**src/rtl/schaff_trend_cycle_top_defines.svh**
```systemverilog
// Assertion macros for the trend cycle block.
`ifndef SCHAFF_TREND_CYCLE_TOP_DEFINES_SVH
`define SCHAFF_TREND_CYCLE_TOP_DEFINES_SVH

// Implication checked every cycle outside reset.
`define STC_ASSERT_IMPL(label, ante, cons) \
    label: assert property (@(posedge aclk) disable iff (!aresetn) (ante) |-> (cons)) \
        else $error("trend cycle check failed");

// Implication whose consequent is checked in the cycle after the antecedent.
`define STC_ASSERT_NEXT(label, ante, cons) \
    label: assert property (@(posedge aclk) disable iff (!aresetn) (ante) |=> (cons)) \
        else $error("trend cycle check failed");

`endif

```
**src/rtl/stc_pkg.sv**
```systemverilog
`timescale 1ns / 1ps
package stc_pkg;
    localparam int MAX_WINDOW = 64;
    localparam int SLOT_W     = $clog2(MAX_WINDOW);
    localparam int LEN_W      = 7;
    localparam int W_W        = 17;
    localparam int PRICE_W    = 32;
    localparam int DIFF_W     = 33;
    localparam int STC_W      = 23;
    localparam int VAL_W      = 34;
    localparam int NUM_W      = 57;
    localparam logic [W_W-1:0]   ONE_Q16     = 17'd65536;
    localparam logic [STC_W-1:0] HUNDRED_Q16 = 23'd6553600;

    localparam logic [1:0] TREND_FIRST = 2'd0;
    localparam logic [1:0] TREND_RISE  = 2'd1;
    localparam logic [1:0] TREND_FALL  = 2'd2;

    typedef enum logic [1:0] {
        CFG_WINDOW = 2'd0,
        CFG_FAST   = 2'd1,
        CFG_SLOW   = 2'd2,
        CFG_SMOOTH = 2'd3
    } cfg_idx_t;

    typedef struct packed {
        logic shift_diff;
        logic shift_sm;
        logic rotate;
    } cell_ctrl_t;

    // cur + floor(w * (tgt - cur) / 65536)
    function automatic logic signed [VAL_W-1:0] approach(
        input logic signed [VAL_W-1:0] cur,
        input logic signed [VAL_W-1:0] tgt,
        input logic [W_W-1:0] w
    );
        logic signed [VAL_W:0] d;
        logic signed [VAL_W+W_W+1:0] p;
        logic signed [VAL_W+W_W+1:0] q;
        d = {tgt[VAL_W-1], tgt} - {cur[VAL_W-1], cur};
        p = d * $signed({1'b0, w});
        q = p >>> 16;
        return cur + q[VAL_W-1:0];
    endfunction
endpackage

```
**src/rtl/stc_divider.sv**
```systemverilog
`timescale 1ns / 1ps
module stc_divider (
    input  logic                         aclk,
    input  logic                         aresetn,
    input  logic                         start,
    input  logic [stc_pkg::NUM_W-1:0]    num,
    input  logic [stc_pkg::VAL_W-1:0]    den,
    output logic                         busy,
    output logic                         done,
    output logic [stc_pkg::STC_W-1:0]    quo
);
    localparam int CNT_W = $clog2(stc_pkg::NUM_W);
    localparam logic [CNT_W-1:0] LAST = CNT_W'(stc_pkg::NUM_W - 1);

    logic [stc_pkg::VAL_W:0]     rem_reg;
    logic [stc_pkg::NUM_W-1:0]   dvd_reg;
    logic [stc_pkg::VAL_W-1:0]   den_reg;
    logic [stc_pkg::STC_W-1:0]   quo_reg;
    logic [CNT_W-1:0]            cnt_reg;
    logic                        busy_reg, done_reg;
    logic [stc_pkg::VAL_W:0]     trial;
    logic                        fits;

    assign trial = {rem_reg[stc_pkg::VAL_W-1:0], dvd_reg[stc_pkg::NUM_W-1]};
    assign fits  = trial >= {1'b0, den_reg};

    always_ff @(posedge aclk) begin
        if (!aresetn) begin
            busy_reg <= 1'b0;
            done_reg <= 1'b0;
            cnt_reg  <= '0;
        end else begin
            done_reg <= 1'b0;
            if (start) begin
                busy_reg <= 1'b1;
                cnt_reg  <= '0;
                rem_reg  <= '0;
                dvd_reg  <= num;
                den_reg  <= den;
                quo_reg  <= '0;
            end else if (busy_reg) begin
                rem_reg <= fits ? trial - {1'b0, den_reg} : trial;
                dvd_reg <= {dvd_reg[stc_pkg::NUM_W-2:0], 1'b0};
                quo_reg <= {quo_reg[stc_pkg::STC_W-2:0], fits};
                cnt_reg <= cnt_reg + 1'b1;
                if (cnt_reg == LAST) begin
                    busy_reg <= 1'b0;
                    done_reg <= 1'b1;
                end
            end
        end
    end

    assign busy = busy_reg;
    assign done = done_reg;
    assign quo  = quo_reg;
endmodule

```
**config.mk**
```make
export PLATFORM = sky130hd
export DESIGN_NAME = stc_divider
export DESIGN_NICKNAME = d
export VERILOG_FILES = /design/src/rtl/schaff_trend_cycle_top_defines.svh /design/src/rtl/stc_pkg.sv /design/src/rtl/stc_divider.sv
export SDC_FILE = /design/constraint.sdc
export NUM_CORES = 1
export LEC_CHECK = 0
export BUFFER_PORTS_ARGS = -buffer_cell sky130_fd_sc_hd__buf_2
export CAP_MARGIN = 10
export CORE_UTILIZATION = 47
export DETAILED_ROUTE_END_ITERATION = 8
export GPL_TIMING_DRIVEN = 0
export PLACE_DENSITY = 0.68
export SETUP_SLACK_MARGIN = 0.4
export SYNTH_ARGS = -nofsm -noshare
export SYNTH_HDL_FRONTEND = slang
export SYNTH_SLANG_ARGS = --single-unit
```
**constraint.sdc**
```tcl
create_clock -name aclk -period 6 [get_ports aclk]
set_clock_uncertainty 0.1 [all_clocks]
set_input_delay 0.6 -clock aclk [delete_from_list [all_inputs] [get_ports aclk]]
set_output_delay 0.6 -clock aclk [all_outputs]
set_load 0.005 [all_outputs]
```
== After elaboration in Yosys (flattened, before gate mapping) ==
Index checks and enable logic that the tools add are counted.
Cells by class
  $add $sub $neg: 2
  order comparisons: 1
  equality and inequality tests: 1
  muxes and demuxes: 9
  bitwise operators: 2
  reduce and logical (&&, ||, !) cells: 5
Operators with widths (count)
  2-to-1 mux 57 bit: 2
  2-to-1 mux 34 bit: 2
  >= comparator 35 x 34 -> 1 bit: 1
  subtractor 34 bit: 1
  2-to-1 mux 23 bit: 1
  adder 6 x 1 -> 6 bit, second input constant: 1
  equality test 6 bit, second input constant: 1
  2-to-1 mux 1 bit: 4
  AND reduction 2 bit: 2
  OR reduction 3 bit: 1
  inverter 1 bit: 2
  nonzero test 2 bit: 1
  OR reduction 2 bit: 1
Storage, ports and cells
  register bits: 156
  bits of input ports: 94
  output and inout bits: 25
  logic and storage cells: 27

== Logic depth before layout (Yosys ltp) ==
Gate-level depths: netlist of the first run.
  word-level depth: 4
  depth in mapped cells: 12
  gate-level depth less buffers: 12

== Worst setup path before layout of the first run ==
Ideal clock, no wire load.
  path type: input to register
  from: in start
  to: reg busy_reg (netlist: busy)
  setup time: 0.070 ns
  arrival time: 3.913 ns
  data required time: 5.830 ns
  path slack: 1.918 ns
  stages on the path: 3
  buffers on the path: 1
  cell sequence: clkbuf_1 -> o21a_1 -> o41a_1
On the way
  longest elaborated chain between the ends: 1
Ends and longest elaborated chain
  start, declared: RTL line stc_divider.sv:5  | input logic start,
  2-to-1 mux 1 bit: RTL line stc_divider.sv:34  | if (start) begin
  end signal, assigned: RTL line stc_divider.sv:29  | busy_reg <= 1'b0;
  end signal, assigned: RTL line stc_divider.sv:35  | busy_reg <= 1'b1;
  end signal, assigned: RTL line stc_divider.sv:47  | busy_reg <= 1'b0;
  end, declared: RTL line stc_divider.sv:20  | logic busy_reg, done_reg;
No other way between the ends.
A chain may end at the register's enable or synchronous reset.

== Worst setup path after layout of the first run ==
  from: reg rem_reg[19] (netlist bit)
  to: reg rem_reg[28] (netlist bit), data pin
On the way
  longest elaborated chain between the ends: 3
  elaborated cells on any way between the ends: 4
  those cells by class: add/sub (1); order compare (1); mux (2)
Ends and longest elaborated chain
  start, declared: RTL line stc_divider.sv:15  | logic [stc_pkg::VAL_W:0] rem_reg;
  start signal, assigned: RTL line stc_divider.sv:42  | rem_reg <= fits ? trial - {1'b0, den_reg} : trial;
  subtractor 34 bit / >= comparator 35 x 34 -> 1 bit (equally long branches): RTL line stc_divider.sv:42, stc_divider.sv:25
  2-to-1 mux 34 bit (*): RTL line stc_divider.sv:42
  2-to-1 mux 34 bit (*): RTL line stc_divider.sv:41  | end else if (busy_reg) begin
Mark *: on every way between the ends. The rest lies on a longest branch, timed or not. The select of a mux whose other input is x is not followed.

==> run_summary.xml, run 1 <==
<?xml version="1.0" encoding="UTF-8"?>
<metrics>
  <group name="status">
    <metric name="run_status" unit="">completed</metric>
  </group>
  <group name="drt">
    <metric name="iter_0_drt_violations" unit="">343</metric>
    <metric name="num_vias" unit="">5969</metric>
    <metric name="wire_per_inst" unit="µm">17.6</metric>
    <metric name="drcViolationCount" unit="">0</metric>
    <metric name="post_drt_via_cell_ratio" unit="">5.59</metric>
    <metric name="wl" unit="µm">18800</metric>
    <metric name="drt.antenna.violating_nets" unit="">0</metric>
    <metric name="router_iterations_before_antenna_repair" unit="">6</metric>
  </group>
  <group name="worst_setup_path">
    <metric name="critPathRequiredTime" unit="ns">6.07</metric>
    <metric name="cp-end-kind" unit="">flip-flop</metric>
    <metric name="critPathMaxFanout" unit="">10</metric>
    <metric name="worst_path_largest_cell_delay" unit="ns">0.51</metric>
    <metric name="slowest_cell_on_the_critical_path" unit="">sky130_fd_sc_hd__clkbuf_1</metric>
    <metric name="worstPathArrival" unit="ns">3.34</metric>
    <metric name="crit_path_cell_trace" unit="">ha_1 -&gt; buf_2 -&gt; and3_1 -&gt; and2_1 -&gt; nand3b_1 -&gt; o211ai_1 -&gt; clkbuf_1 -&gt; nor2_1 -&gt; o211a_1</metric>
    <metric name="critPathBufInv" unit="">2</metric>
    <metric name="path_delay_family" unit="">simple AND/OR/NAND/NOR gates</metric>
    <metric name="crit_type" unit="">flip-flop to flip-flop</metric>
    <metric name="worstSetupStartpointType" unit="">flip-flop</metric>
  </group>
  <group name="synthesis">
    <metric name="netlist_area" unit="µm²">8280</metric>
    <metric name="synth-warning-count" unit="">0</metric>
    <metric name="synth_sequential_area_ratio" unit="">0.556</metric>
    <metric name="synth_area_per_cell" unit="µm²">12.0</metric>
    <metric name="mappedNetlistNets" unit="">823</metric>
    <metric name="top_ff_cell_synth" unit="">sky130_fd_sc_hd__edfxtp_1</metric>
    <metric name="yosys_register_bits" unit="">156</metric>
    <metric name="ys_types" unit="">63</metric>
    <metric name="synth_edf_count" unit="">148</metric>
    <metric name="syn-instance-count" unit="">692</metric>
    <metric name="ys_async_sr_fraction" unit="">0</metric>
  </group>
  <group name="layout">
    <metric name="layout-drive-gt1-share" unit="">0.272</metric>
    <metric name="layout.cell_area.non_filler" unit="µm²">9800</metric>
    <metric name="area_growth" unit="%">18.3</metric>
    <metric name="finalNetCount" unit="">961</metric>
    <metric name="largest_reg_flops" unit="">57</metric>
    <metric name="most_frequent_standard_cell_in_the_layout_excluding_fill_and_tap_cells" unit="">sky130_fd_sc_hd__edfxtp_1</metric>
    <metric name="final_cell_mix" unit="">sky130_fd_sc_hd__edfxtp_1, sky130_fd_sc_hd__buf_2, sky130_fd_sc_hd__a21oi_1</metric>
    <metric name="n_antenna_cell" unit="">0</metric>
  </group>
  <group name="clocking">
    <metric name="clk_transition_reported_paths" unit="ns">0.07</metric>
    <metric name="cts_max_path_buffers" unit="">2</metric>
    <metric name="cts_root_buf" unit="">sky130_fd_sc_hd__clkbuf_16</metric>
    <metric name="cts-hold-fix-buffers" unit="">0</metric>
    <metric name="cts_max_level" unit="">4</metric>
    <metric name="worstSkewPairLatency" unit="ns">0.43</metric>
    <metric name="cts.repair.resized" unit="">0</metric>
    <metric name="clock_sinks" unit="">156</metric>
    <metric name="tritoncts.num_buffers" unit="">17</metric>
    <metric name="cts_tree" unit="">built</metric>
    <metric name="post_cts_setup_driven_buffer_insertion_count" unit="">0</metric>
  </group>
  <group name="sta">
    <metric name="maxSlewHeadroom" unit="">0.419</metric>
    <metric name="fmax" unit="MHz">305</metric>
    <metric name="hold_viol" unit="">0</metric>
    <metric name="fin_worst_hold_slack" unit="ns">0.244</metric>
    <metric name="worst_max_slew_pin_slew" unit="ns">0.871</metric>
    <metric name="timing.final.crit_share" unit="">0.546</metric>
    <metric name="setup_tns" unit="ns">0</metric>
    <metric name="setup-violations-final" unit="">0</metric>
    <metric name="drv_slew" unit="">0</metric>
    <metric name="min_period" unit="ns">3.27</metric>
    <metric name="finalWorstSetupSlack" unit="ns">2.73</metric>
    <metric name="grt_setup_unrepaired" unit="">false</metric>
  </group>
  <group name="placed_design">
    <metric name="place_hpwl" unit="µm">13200</metric>
    <metric name="pre_cts_ws" unit="ns">2.77</metric>
    <metric name="buffer_ports.inserted" unit="">118</metric>
    <metric name="placed_cell_area" unit="µm²">9190</metric>
    <metric name="place_congestion" unit="">0.884</metric>
  </group>
  <group name="flow_run">
    <metric name="maxCapViolCount" unit="">0</metric>
  </group>
  <group name="grt">
    <metric name="grt_start_max_net_pins" unit="">62</metric>
    <metric name="total_global_routing_overflow" unit="">0</metric>
    <metric name="grt_antenna_before_repair" unit="">1</metric>
    <metric name="via_count_of_the_first_global_routing_pass" unit="">6070</metric>
    <metric name="grt_first_pass_wirelength" unit="µm">30700</metric>
    <metric name="gr-usage-all-layers" unit="">0.219</metric>
  </group>
  <group name="floorplanning">
    <metric name="io-pin-count" unit="">119</metric>
    <metric name="floorplan.initialDensity" unit="">0.481</metric>
    <metric name="die_span_in_x" unit="µm">135</metric>
    <metric name="placeableCoreArea" unit="µm²">17200</metric>
    <metric name="die-area" unit="µm²">18200</metric>
    <metric name="die-height" unit="µm">135</metric>
    <metric name="std_cell_rows" unit="">48</metric>
  </group>
  <group name="hold_path">
    <metric name="timing.hold.worst.class" unit="">input pin to flip-flop</metric>
  </group>
  <group name="pwr">
    <metric name="p_per_area" unit="nW/µm²">308</metric>
    <metric name="cellLeakagePower" unit="nW">3.89</metric>
    <metric name="vdd_drop_max" unit="V">0.000190</metric>
  </group>
</metrics>
## cell usage after synthesis (6+ instances only)
| cell type | number | area (µm²) |
|---|---|---|
| sky130_fd_sc_hd__dfxtp_1 | 8 | 160 |
| sky130_fd_sc_hd__nand2_1 | 29 | 109 |
| sky130_fd_sc_hd__nor2_1 | 18 | 67.6 |
| sky130_fd_sc_hd__o21ai_1 | 6 | 30.0 |
| sky130_fd_sc_hd__nand4_1 | 11 | 68.8 |
| sky130_fd_sc_hd__o211ai_1 | 9 | 67.6 |
| sky130_fd_sc_hd__a21oi_1 | 58 | 290 |
| sky130_fd_sc_hd__a21o_1 | 19 | 143 |
| sky130_fd_sc_hd__o21a_1 | 7 | 52.6 |
| sky130_fd_sc_hd__or3_1 | 7 | 43.8 |
| sky130_fd_sc_hd__inv_1 | 43 | 161 |
| sky130_fd_sc_hd__clkbuf_1 | 19 | 71.3 |
| sky130_fd_sc_hd__xnor2_1 | 14 | 123 |
| sky130_fd_sc_hd__nand3_1 | 30 | 150 |
| sky130_fd_sc_hd__o21ai_0 | 37 | 185 |
| sky130_fd_sc_hd__edfxtp_1 | 148 | 4440 |
| sky130_fd_sc_hd__nor3_1 | 11 | 55.1 |
| sky130_fd_sc_hd__ha_1 | 36 | 450 |
| sky130_fd_sc_hd__nor2b_1 | 24 | 150 |
| sky130_fd_sc_hd__mux2_2 | 57 | 642 |
| sky130_fd_sc_hd__xor2_1 | 13 | 114 |
| sky130_fd_sc_hd__a31oi_1 | 6 | 37.5 |
| sky130_fd_sc_hd__and2_1 | 8 | 50.1 |
## stage by stage
step	utilization	cells	total power [mW]
floorplan	-	692	1.76
global placement	0.531	1035	1.90
detailed placement	0.533	1036	1.91
CTS	0.568	1068	3.03
global route	0.568	1068	3.15
finish	0.568	1068	3.02
## worst register-to-register path: cells and delay by family (launching register included)
kind / cells / cell delay [ns]
buffers and inverters: 2 / 0.67
AOI/OAI and AO/OA: 2 / 0.71
adders and majority gates: 1 / 0.30
and+or+nand+nor: 4 / 0.82
DFF: 1 / 0.43
## report_power, final
part / total [mW] / leakage, nW / internal (mW) / switching [mW]
Combinational: 0.573 / 2.11 / 0.246 / 0.327
Clock: 1.12 / 0.300 / 0.631 / 0.487
Sequential: 1.33 / 1.49 / 1.29 / 0.0318
Total: 3.02 / 3.89 / 2.17 / 0.846
## cell families (layout without fill, tap and decap cells)
kind of cell / after synthesis / after routing / share of synthesized area
AO/OA/AOI/OAI: 182 / 182 / 0.143
XOR/XNOR: 27 / 27 / 0.0285
adder cells (fa/ha/maj): 37 / 37 / 0.0568
buffers and inverters: 74 / 225 / 0.0361
flip-flops: 156 / 156 / 0.556
multiplexers: 58 / 58 / 0.0787
AND/OR/NAND/NOR: 158 / 158 / 0.101
## final timing paths
path / depth (start not counted) / to / slack, ns / from
worst max register to register: 9 / rem_reg[28] / 2.73 / rem_reg[19]
worst min register to register: 1 / dvd_reg[24] / 0.45 / dvd_reg[23]
worst min-delay path: 1 / den_reg[24] / 0.24 / den[24]
worst max-delay path: 9 / rem_reg[28] / 2.73 / rem_reg[19]
## metal layers
layer  wire (µm)  part of all wire  global-route usage
met3        1380             0.073              0.0758
met2        8880              0.47               0.349
met4         257             0.014              0.0643
met5          13           0.00069                   0
met1        8240              0.44               0.281
## cell type report
| class | instances | area [µm²] |
|---|---|---|
| well taps | 225 | 282 |
| multi-input cells | 462 | 3390 |
| flip-flops and latches | 156 | 4600 |
| inverters | 44 | 165 |
| plain buffers | 30 | 134 |
| repair buffers | 119 | 618 |
| clock buffers | 17 | 425 |
| fillers | 1459 | 7440 |
| clock inverters | 15 | 179 |
Note: power is estimated with default switching activity, not from simulation.
==> inputs of run 2 (changes only) <==
==> constraint.sdc (replaced) <==
create_clock -name aclk -period 3.16 [get_ports aclk]
set_clock_uncertainty 0.1 [all_clocks]
set_input_delay 0.316 -clock aclk [delete_from_list [all_inputs] [get_ports aclk]]
set_output_delay 0.316 -clock aclk [all_outputs]
set_load 0.005 [all_outputs]
==> run 2 against run 1 <==
  * Register-to-register slack got worse by 2.4 ns
  * Clock-buffer cell count did not move
  * Design area up 12%
  * Worst hold slack got worse by 0.16 ns
  * Flip-flop and latch count did not move
  * Cell count is 6.3% higher
  * Via count is 5.6% higher
  * Largest cell class unchanged
==> run_summary.xml, run 2 (synthesized netlist as in run 1, its figures left out) <==
<?xml version="1.0" encoding="UTF-8"?>
<metrics>
  <group name="worst_setup_path">
    <metric name="cp-end-kind" unit="">flip-flop</metric>
    <metric name="r2r.worst_path.cells" unit="">11</metric>
    <metric name="worst_path_largest_cell_delay" unit="ns">0.43</metric>
    <metric name="worstPathArrival" unit="ns">2.88</metric>
    <metric name="slowest_cell_on_the_critical_path" unit="">sky130_fd_sc_hd__edfxtp_1</metric>
    <metric name="critical_path_depth" unit="">11</metric>
    <metric name="path_delay_family" unit="">compound AO/OA/AOI/OAI gates</metric>
    <metric name="crit_type" unit="">flip-flop to flip-flop</metric>
    <metric name="crit_path_cell_trace" unit="">ha_4 -&gt; o21a_1 -&gt; o211ai_2 -&gt; a311oi_2 -&gt; buf_4 -&gt; o211ai_4 -&gt; a21oi_4 -&gt; o21a_4 -&gt; buf_8 -&gt; nor2_2 -&gt; o211a_1</metric>
    <metric name="critPathMaxFanout" unit="">7</metric>
    <metric name="worst_r2r_endpoint" unit="">rem_reg[28]</metric>
    <metric name="critPathBufInv" unit="">2</metric>
    <metric name="startpoint" unit="">rem_reg[9]</metric>
    <metric name="critPathRequiredTime" unit="ns">3.25</metric>
    <metric name="worstSetupStartpointType" unit="">flip-flop</metric>
    <metric name="worstReg2RegStart" unit="">rem_reg[9]</metric>
    <metric name="register_to_register_setup_slack" unit="ns">0.37</metric>
  </group>
  <group name="hold_path">
    <metric name="hold_start" unit="">num[35]</metric>
    <metric name="timing.hold.worst.class" unit="">input pin to flip-flop</metric>
    <metric name="timing.hold.worst_path_depth" unit="">2</metric>
    <metric name="hold_end" unit="">dvd_reg[35]</metric>
  </group>
  <group name="sta">
    <metric name="grt_setup_unrepaired" unit="">true</metric>
    <metric name="drv_slew" unit="">0</metric>
    <metric name="fmax" unit="MHz">358</metric>
    <metric name="finalWorstSetupSlack" unit="ns">0.368</metric>
    <metric name="setup-violations-final" unit="">0</metric>
    <metric name="fin_worst_hold_slack" unit="ns">0.0793</metric>
    <metric name="timing.final.crit_share" unit="">0.884</metric>
    <metric name="worst_max_slew_pin_slew" unit="ns">0.867</metric>
    <metric name="min_period" unit="ns">2.79</metric>
    <metric name="hold_viol" unit="">0</metric>
    <metric name="setup_tns" unit="ns">0</metric>
    <metric name="maxSlewHeadroom" unit="">0.422</metric>
  </group>
  <group name="pwr">
    <metric name="power.switching" unit="mW">1.74</metric>
    <metric name="p_int" unit="mW">4.33</metric>
    <metric name="p_per_area" unit="nW/µm²">555</metric>
    <metric name="share_clk_of_total_power" unit="">0.356</metric>
    <metric name="power_frac_comb" unit="">0.228</metric>
    <metric name="sw_frac_of_total" unit="">0.286</metric>
    <metric name="vdd_drop_max" unit="V">0.000434</metric>
    <metric name="power" unit="mW">6.07</metric>
    <metric name="cellLeakagePower" unit="nW">4.28</metric>
    <metric name="power.share.sequential" unit="">0.416</metric>
  </group>
  <group name="layout">
    <metric name="final_cell_mix" unit="">sky130_fd_sc_hd__edfxtp_1, sky130_fd_sc_hd__buf_2, sky130_fd_sc_hd__mux2_2</metric>
    <metric name="n_antenna_cell" unit="">0</metric>
    <metric name="most_frequent_standard_cell_in_the_layout_excluding_fill_and_tap_cells" unit="">sky130_fd_sc_hd__edfxtp_1</metric>
    <metric name="layout.cell_area.non_filler" unit="µm²">10900</metric>
    <metric name="fill_cells" unit="">1339</metric>
    <metric name="finalNetCount" unit="">1028</metric>
    <metric name="layout-drive-gt1-share" unit="">0.362</metric>
    <metric name="area_growth" unit="%">32.0</metric>
    <metric name="largest_reg_flops" unit="">57</metric>
  </group>
  <group name="drt">
    <metric name="num_vias" unit="">6303</metric>
    <metric name="wl" unit="µm">19700</metric>
    <metric name="drcViolationCount" unit="">0</metric>
    <metric name="drt.antenna.violating_nets" unit="">0</metric>
    <metric name="iter_0_drt_violations" unit="">373</metric>
    <metric name="router_iterations_before_antenna_repair" unit="">6</metric>
    <metric name="wire_per_inst" unit="µm">17.4</metric>
    <metric name="post_drt_via_cell_ratio" unit="">5.55</metric>
  </group>
  <group name="floorplanning">
    <metric name="std_cell_rows" unit="">48</metric>
    <metric name="die_span_in_x" unit="µm">135</metric>
    <metric name="io-pin-count" unit="">119</metric>
    <metric name="die-height" unit="µm">135</metric>
    <metric name="placeableCoreArea" unit="µm²">17200</metric>
    <metric name="die-area" unit="µm²">18200</metric>
    <metric name="floorplan.initialDensity" unit="">0.481</metric>
  </group>
  <group name="grt">
    <metric name="grt_start_max_net_pins" unit="">63</metric>
    <metric name="gr-usage-all-layers" unit="">0.225</metric>
    <metric name="grt_antenna_before_repair" unit="">2</metric>
    <metric name="via_count_of_the_first_global_routing_pass" unit="">6493</metric>
    <metric name="grt_first_pass_wirelength" unit="µm">31700</metric>
    <metric name="total_global_routing_overflow" unit="">0</metric>
  </group>
  <group name="clocking">
    <metric name="cts_max_path_buffers" unit="">2</metric>
    <metric name="clk_transition_reported_paths" unit="ns">0.07</metric>
    <metric name="cts_max_level" unit="">4</metric>
    <metric name="cts_root_buf" unit="">sky130_fd_sc_hd__clkbuf_16</metric>
    <metric name="worstSkewPairLatency" unit="ns">0.43</metric>
    <metric name="tritoncts.num_buffers" unit="">17</metric>
    <metric name="clock_sinks" unit="">156</metric>
    <metric name="cts_tree" unit="">built</metric>
  </group>
  <group name="placed_design">
    <metric name="place_congestion" unit="">0.900</metric>
    <metric name="placed_cell_area" unit="µm²">9190</metric>
    <metric name="buffer_ports.inserted" unit="">118</metric>
    <metric name="pre_cts_ws" unit="ns">-0.183</metric>
    <metric name="place_hpwl" unit="µm">12900</metric>
  </group>
  <group name="status">
    <metric name="run_status" unit="">completed</metric>
  </group>
  <group name="flow_run">
    <metric name="maxCapViolCount" unit="">0</metric>
  </group>
</metrics>
-- run 2: cell types whose count changed in the layout (fill, tap and decap cells not counted), sizes merged --
cell,previous run,this run
dlygate4sd3,0,34
buf,129,162
clkinvlp,0,2
clkinv,6,4
-- run 2: layer usage --
| layer | track usage | wire, µm |
|---|---|---|
| met1 | 0.275 | 8230 |
| met2 | 0.369 | 9560 |
| met3 | 0.0676 | 1410 |
| met4 | 0.0986 | 524 |
| met5 | 0 | 11 |
-- run 2: worst max path at each step --
stage,to,slack [ns]
after floorplan,rem_reg[33],0.49
after global placement,busy,-0.37
after detailed placement,rem_reg[28],-0.18
after CTS,rem_reg[28],0.39
after global routing,rem_reg[27],0.27
final,rem_reg[28],0.37
-- run 2: metrics by stage --
| stage | util | cells |
|---|---|---|
| detailed placement | 0.533 | 1036 |
| global placement | 0.531 | 1035 |
| floorplan | - | 692 |
| CTS | 0.613 | 1116 |
| finish | 0.634 | 1135 |
| global route | 0.634 | 1135 |
-- run 2: cell type report --
| cell class | count | area [µm²] | area share |
|---|---|---|---|
| multi-input combinational | 462 | 3840 | 0.351 |
| buffer | 30 | 184 | 0.0168 |
| clock inverter | 15 | 201 | 0.0184 |
| clock buffer | 17 | 425 | 0.0389 |
| inverter | 44 | 165 | 0.0151 |
| timing repair buffer | 186 | 1230 | 0.113 |
| sequential | 156 | 4600 | 0.421 |
| tap | 225 | 282 | 0.0257 |
-- run 2: power groups by stage --
stage          sequential, mW  combinational (mW)  clock [mW]
6_report                 2.52                1.39        2.16
5_1_grt                  2.54                1.51        2.27
4_1_cts                  2.52                1.24        2.19
3_5_place_dp             2.56                1.07           0
3_3_place_gp             2.56                1.04           0
2_1_floorplan            2.54               0.785           0
-- run 2: worst reg2reg max path, stage by stage (launching register included) --
cell and delay [ns]:
sky130_fd_sc_hd__edfxtp_1 0.43, sky130_fd_sc_hd__ha_4 0.32, sky130_fd_sc_hd__o21a_1 0.16, sky130_fd_sc_hd__o211ai_2 0.14, sky130_fd_sc_hd__a311oi_2 0.26, sky130_fd_sc_hd__buf_4 0.17, sky130_fd_sc_hd__o211ai_4 0.10, sky130_fd_sc_hd__a21oi_4 0.21
sky130_fd_sc_hd__o21a_4 0.25, sky130_fd_sc_hd__buf_8 0.16, sky130_fd_sc_hd__nor2_2 0.05, sky130_fd_sc_hd__o211a_1 0.20
-- run 2: timing repair --
action	4_1_cts	5_1_grt
hold buffers	34	0
setup endpoints to repair	35	34
pin swaps	16	38
resized for setup	62	62
buffers inserted	14	18
gates cloned	0	1
endpoints found under the hold margin	34	0
==> inputs of run 3 (changes only) <==
--- a/config.mk
+++ b/config.mk
@@ -10,7 +10,7 @@
 export CORE_UTILIZATION = 47
 export DETAILED_ROUTE_END_ITERATION = 8
 export GPL_TIMING_DRIVEN = 0
-export PLACE_DENSITY = 0.68
+export PLACE_DENSITY = 0.65
 export SETUP_SLACK_MARGIN = 0.4
 export SYNTH_ARGS = -nofsm -noshare
 export SYNTH_HDL_FRONTEND = slang
==> run 3 against run 2 <==
  * Sequential power about the same
  * Clock power up 2%
  * Critical path depth unchanged
  * Combinational power about the same
  * Register-to-register slack worse by 0.08 ns
  * Global-route usage up 0.35 points
==> run_summary.xml, run 3 (synthesized netlist as in run 1, its figures left out) <==
<?xml version="1.0" encoding="UTF-8"?>
<metrics>
  <group name="drt">
    <metric name="drcViolationCount" unit="">0</metric>
    <metric name="post_drt_via_cell_ratio" unit="">5.52</metric>
    <metric name="drt.antenna.violating_nets" unit="">0</metric>
    <metric name="wl" unit="µm">20400</metric>
    <metric name="num_vias" unit="">6314</metric>
    <metric name="iter_0_drt_violations" unit="">354</metric>
    <metric name="wire_per_inst" unit="µm">17.8</metric>
    <metric name="router_iterations_before_antenna_repair" unit="">4</metric>
  </group>
  <group name="worst_setup_path">
    <metric name="critPathMaxFanout" unit="">7</metric>
    <metric name="path_delay_family" unit="">compound AO/OA/AOI/OAI gates</metric>
    <metric name="startpoint" unit="">rem_reg[19]</metric>
    <metric name="critical_path_depth" unit="">11</metric>
    <metric name="worstSetupStartpointType" unit="">flip-flop</metric>
    <metric name="crit_type" unit="">flip-flop to flip-flop</metric>
    <metric name="crit_path_cell_trace" unit="">ha_1 -&gt; buf_6 -&gt; a21o_1 -&gt; a31oi_4 -&gt; a21oi_2 -&gt; a2bb2oi_2 -&gt; buf_6 -&gt; a21oi_4 -&gt; o21a_4 -&gt; o21ai_2 -&gt; o21ai_0</metric>
    <metric name="cp-end-kind" unit="">flip-flop</metric>
    <metric name="worst_r2r_endpoint" unit="">rem_reg[24]</metric>
    <metric name="worstReg2RegStart" unit="">rem_reg[19]</metric>
    <metric name="slowest_cell_on_the_critical_path" unit="">sky130_fd_sc_hd__edfxtp_1</metric>
    <metric name="critPathRequiredTime" unit="ns">3.22</metric>
    <metric name="worstPathArrival" unit="ns">2.93</metric>
    <metric name="crit_top_cell" unit="">sky130_fd_sc_hd__buf_6</metric>
    <metric name="r2r.worst_path.cells" unit="">11</metric>
    <metric name="worst_path_largest_cell_delay" unit="ns">0.41</metric>
    <metric name="register_to_register_setup_slack" unit="ns">0.29</metric>
    <metric name="endpoint" unit="">rem_reg[24]</metric>
    <metric name="critPathBufInv" unit="">2</metric>
  </group>
  <group name="hold_path">
    <metric name="hold_start" unit="">num[0]</metric>
    <metric name="timing.hold.worst.class" unit="">input pin to flip-flop</metric>
  </group>
  <group name="clocking">
    <metric name="cts_tree" unit="">built</metric>
    <metric name="tritoncts.num_buffers" unit="">17</metric>
    <metric name="clk_transition_reported_paths" unit="ns">0.06</metric>
    <metric name="clock_sinks" unit="">156</metric>
    <metric name="cts_max_level" unit="">4</metric>
    <metric name="worstSkewPairLatency" unit="ns">0.43</metric>
    <metric name="cts_max_path_buffers" unit="">2</metric>
    <metric name="cts_root_buf" unit="">sky130_fd_sc_hd__clkbuf_16</metric>
  </group>
  <group name="sta">
    <metric name="setup_tns" unit="ns">0</metric>
    <metric name="drv_slew" unit="">0</metric>
    <metric name="fmax" unit="MHz">349</metric>
    <metric name="maxSlewHeadroom" unit="">0.426</metric>
    <metric name="hold_viol" unit="">0</metric>
    <metric name="min_period" unit="ns">2.87</metric>
    <metric name="timing.final.crit_share" unit="">0.908</metric>
    <metric name="worst_max_slew_pin_slew" unit="ns">0.861</metric>
    <metric name="grt_setup_unrepaired" unit="">true</metric>
    <metric name="setup-violations-final" unit="">0</metric>
  </group>
  <group name="grt">
    <metric name="gr-usage-all-layers" unit="">0.229</metric>
    <metric name="grt_first_pass_wirelength" unit="µm">32000</metric>
    <metric name="grt_antenna_before_repair" unit="">2</metric>
    <metric name="grt_start_max_net_pins" unit="">66</metric>
    <metric name="total_global_routing_overflow" unit="">0</metric>
    <metric name="via_count_of_the_first_global_routing_pass" unit="">6286</metric>
  </group>
  <group name="pwr">
    <metric name="p_per_area" unit="nW/µm²">553</metric>
    <metric name="vdd_drop_max" unit="V">0.000571</metric>
    <metric name="cellLeakagePower" unit="nW">4.34</metric>
  </group>
  <group name="layout">
    <metric name="area.sequential" unit="µm²">4600</metric>
    <metric name="largest_reg_flops" unit="">57</metric>
    <metric name="most_frequent_standard_cell_in_the_layout_excluding_fill_and_tap_cells" unit="">sky130_fd_sc_hd__edfxtp_1</metric>
    <metric name="final_cell_mix" unit="">sky130_fd_sc_hd__edfxtp_1, sky130_fd_sc_hd__buf_2, sky130_fd_sc_hd__mux2_2</metric>
    <metric name="multi_input_area" unit="µm²">3860</metric>
    <metric name="fill_cells" unit="">1329</metric>
    <metric name="layout.cell_area.non_filler" unit="µm²">11100</metric>
    <metric name="area_growth" unit="%">33.7</metric>
    <metric name="finalNetCount" unit="">1036</metric>
    <metric name="layout-drive-gt1-share" unit="">0.373</metric>
  </group>
  <group name="placed_design">
    <metric name="placed_cell_area" unit="µm²">9190</metric>
    <metric name="place_hpwl" unit="µm">13100</metric>
    <metric name="buffer_ports.inserted" unit="">118</metric>
    <metric name="place_congestion" unit="">0.886</metric>
  </group>
  <group name="floorplanning">
    <metric name="die-height" unit="µm">135</metric>
    <metric name="floorplan.initialDensity" unit="">0.481</metric>
    <metric name="placeableCoreArea" unit="µm²">17200</metric>
    <metric name="std_cell_rows" unit="">48</metric>
    <metric name="io-pin-count" unit="">119</metric>
    <metric name="die-area" unit="µm²">18200</metric>
    <metric name="die_span_in_x" unit="µm">135</metric>
  </group>
  <group name="flow_run">
    <metric name="maxCapViolCount" unit="">0</metric>
  </group>
  <group name="status">
    <metric name="run_status" unit="">completed</metric>
  </group>
</metrics>
[run 3: repair_timing]
action / CTS / global route
gates cloned: 1 / 3
pin swaps: 23 / 41
resized for setup: 67 / 75
hold buffers: 34 / 0
setup buffers: 16 / 21
setup endpoints to repair: 35 / 35
endpoints found under the hold margin: 34 / 0
[run 3: worst register-to-register path, delay by kind of cell, from the launching register on]
| family | cells | cell delay, ns |
|---|---|---|
| flip-flops | 1 | 0.41 |
| AO/OA/AOI/OAI | 8 | 1.51 |
| adder cells (fa/ha/maj) | 1 | 0.32 |
| buffers and inverters | 2 | 0.27 |
[run 3: where the power goes]
part	switching, mW	total (mW)	internal [mW]	leakage (nW)
clock	0.918	2.20	1.28	0.306
sequential	0.0683	2.53	2.46	1.49
combinational	0.736	1.40	0.665	2.55
[run 3: how the worst min path moves through the flow]
stage            endpoint  slack, ns  depth (start not counted)
5_1_grt        dvd_reg[0]       0.06                          2
4_1_cts        dvd_reg[0]       0.06                          2
2_1_floorplan  den_reg[0]       0.31                          0
3_3_place_gp   cnt_reg[5]       0.37                          2
3_5_place_dp   cnt_reg[5]       0.38                          2
6_report       dvd_reg[0]       0.08                          2
[run 3: routing by layer]
layer / GRT usage / wire length [µm]
met3: 0.0762 / 1470
met5: 0 / 0
met4: 0.0743 / 469
met1: 0.282 / 8630
met2: 0.379 / 9810
[run 3: area by class of cell]
type | instances | area share
Timing Repair Buffer | 194 | 0.121
Tap cell | 225 | 0.0254
Antenna cell | 1 | 0.000226
Clock inverter | 14 | 0.0180
Sequential cell | 156 | 0.416
Clock buffer | 18 | 0.0387
Buffer | 30 | 0.0177
Inverter | 44 | 0.0149
Multi-Input combinational cell | 462 | 0.349
[run 3: metrics by stage]
step	std cells	hold WS (ns)	utilization	setup WS, ns	power (mW)
finish	1144	0.0762	0.643	0.291	6.12
global route	1143	0.0611	0.643	0.236	6.37
CTS	1119	0.0614	0.617	0.368	6.00
detailed placement	1036	0.382	0.533	-0.0359	3.63
global placement	1035	0.366	0.531	-0.460	3.60
floorplan	692	0.315	-	0.488	3.33
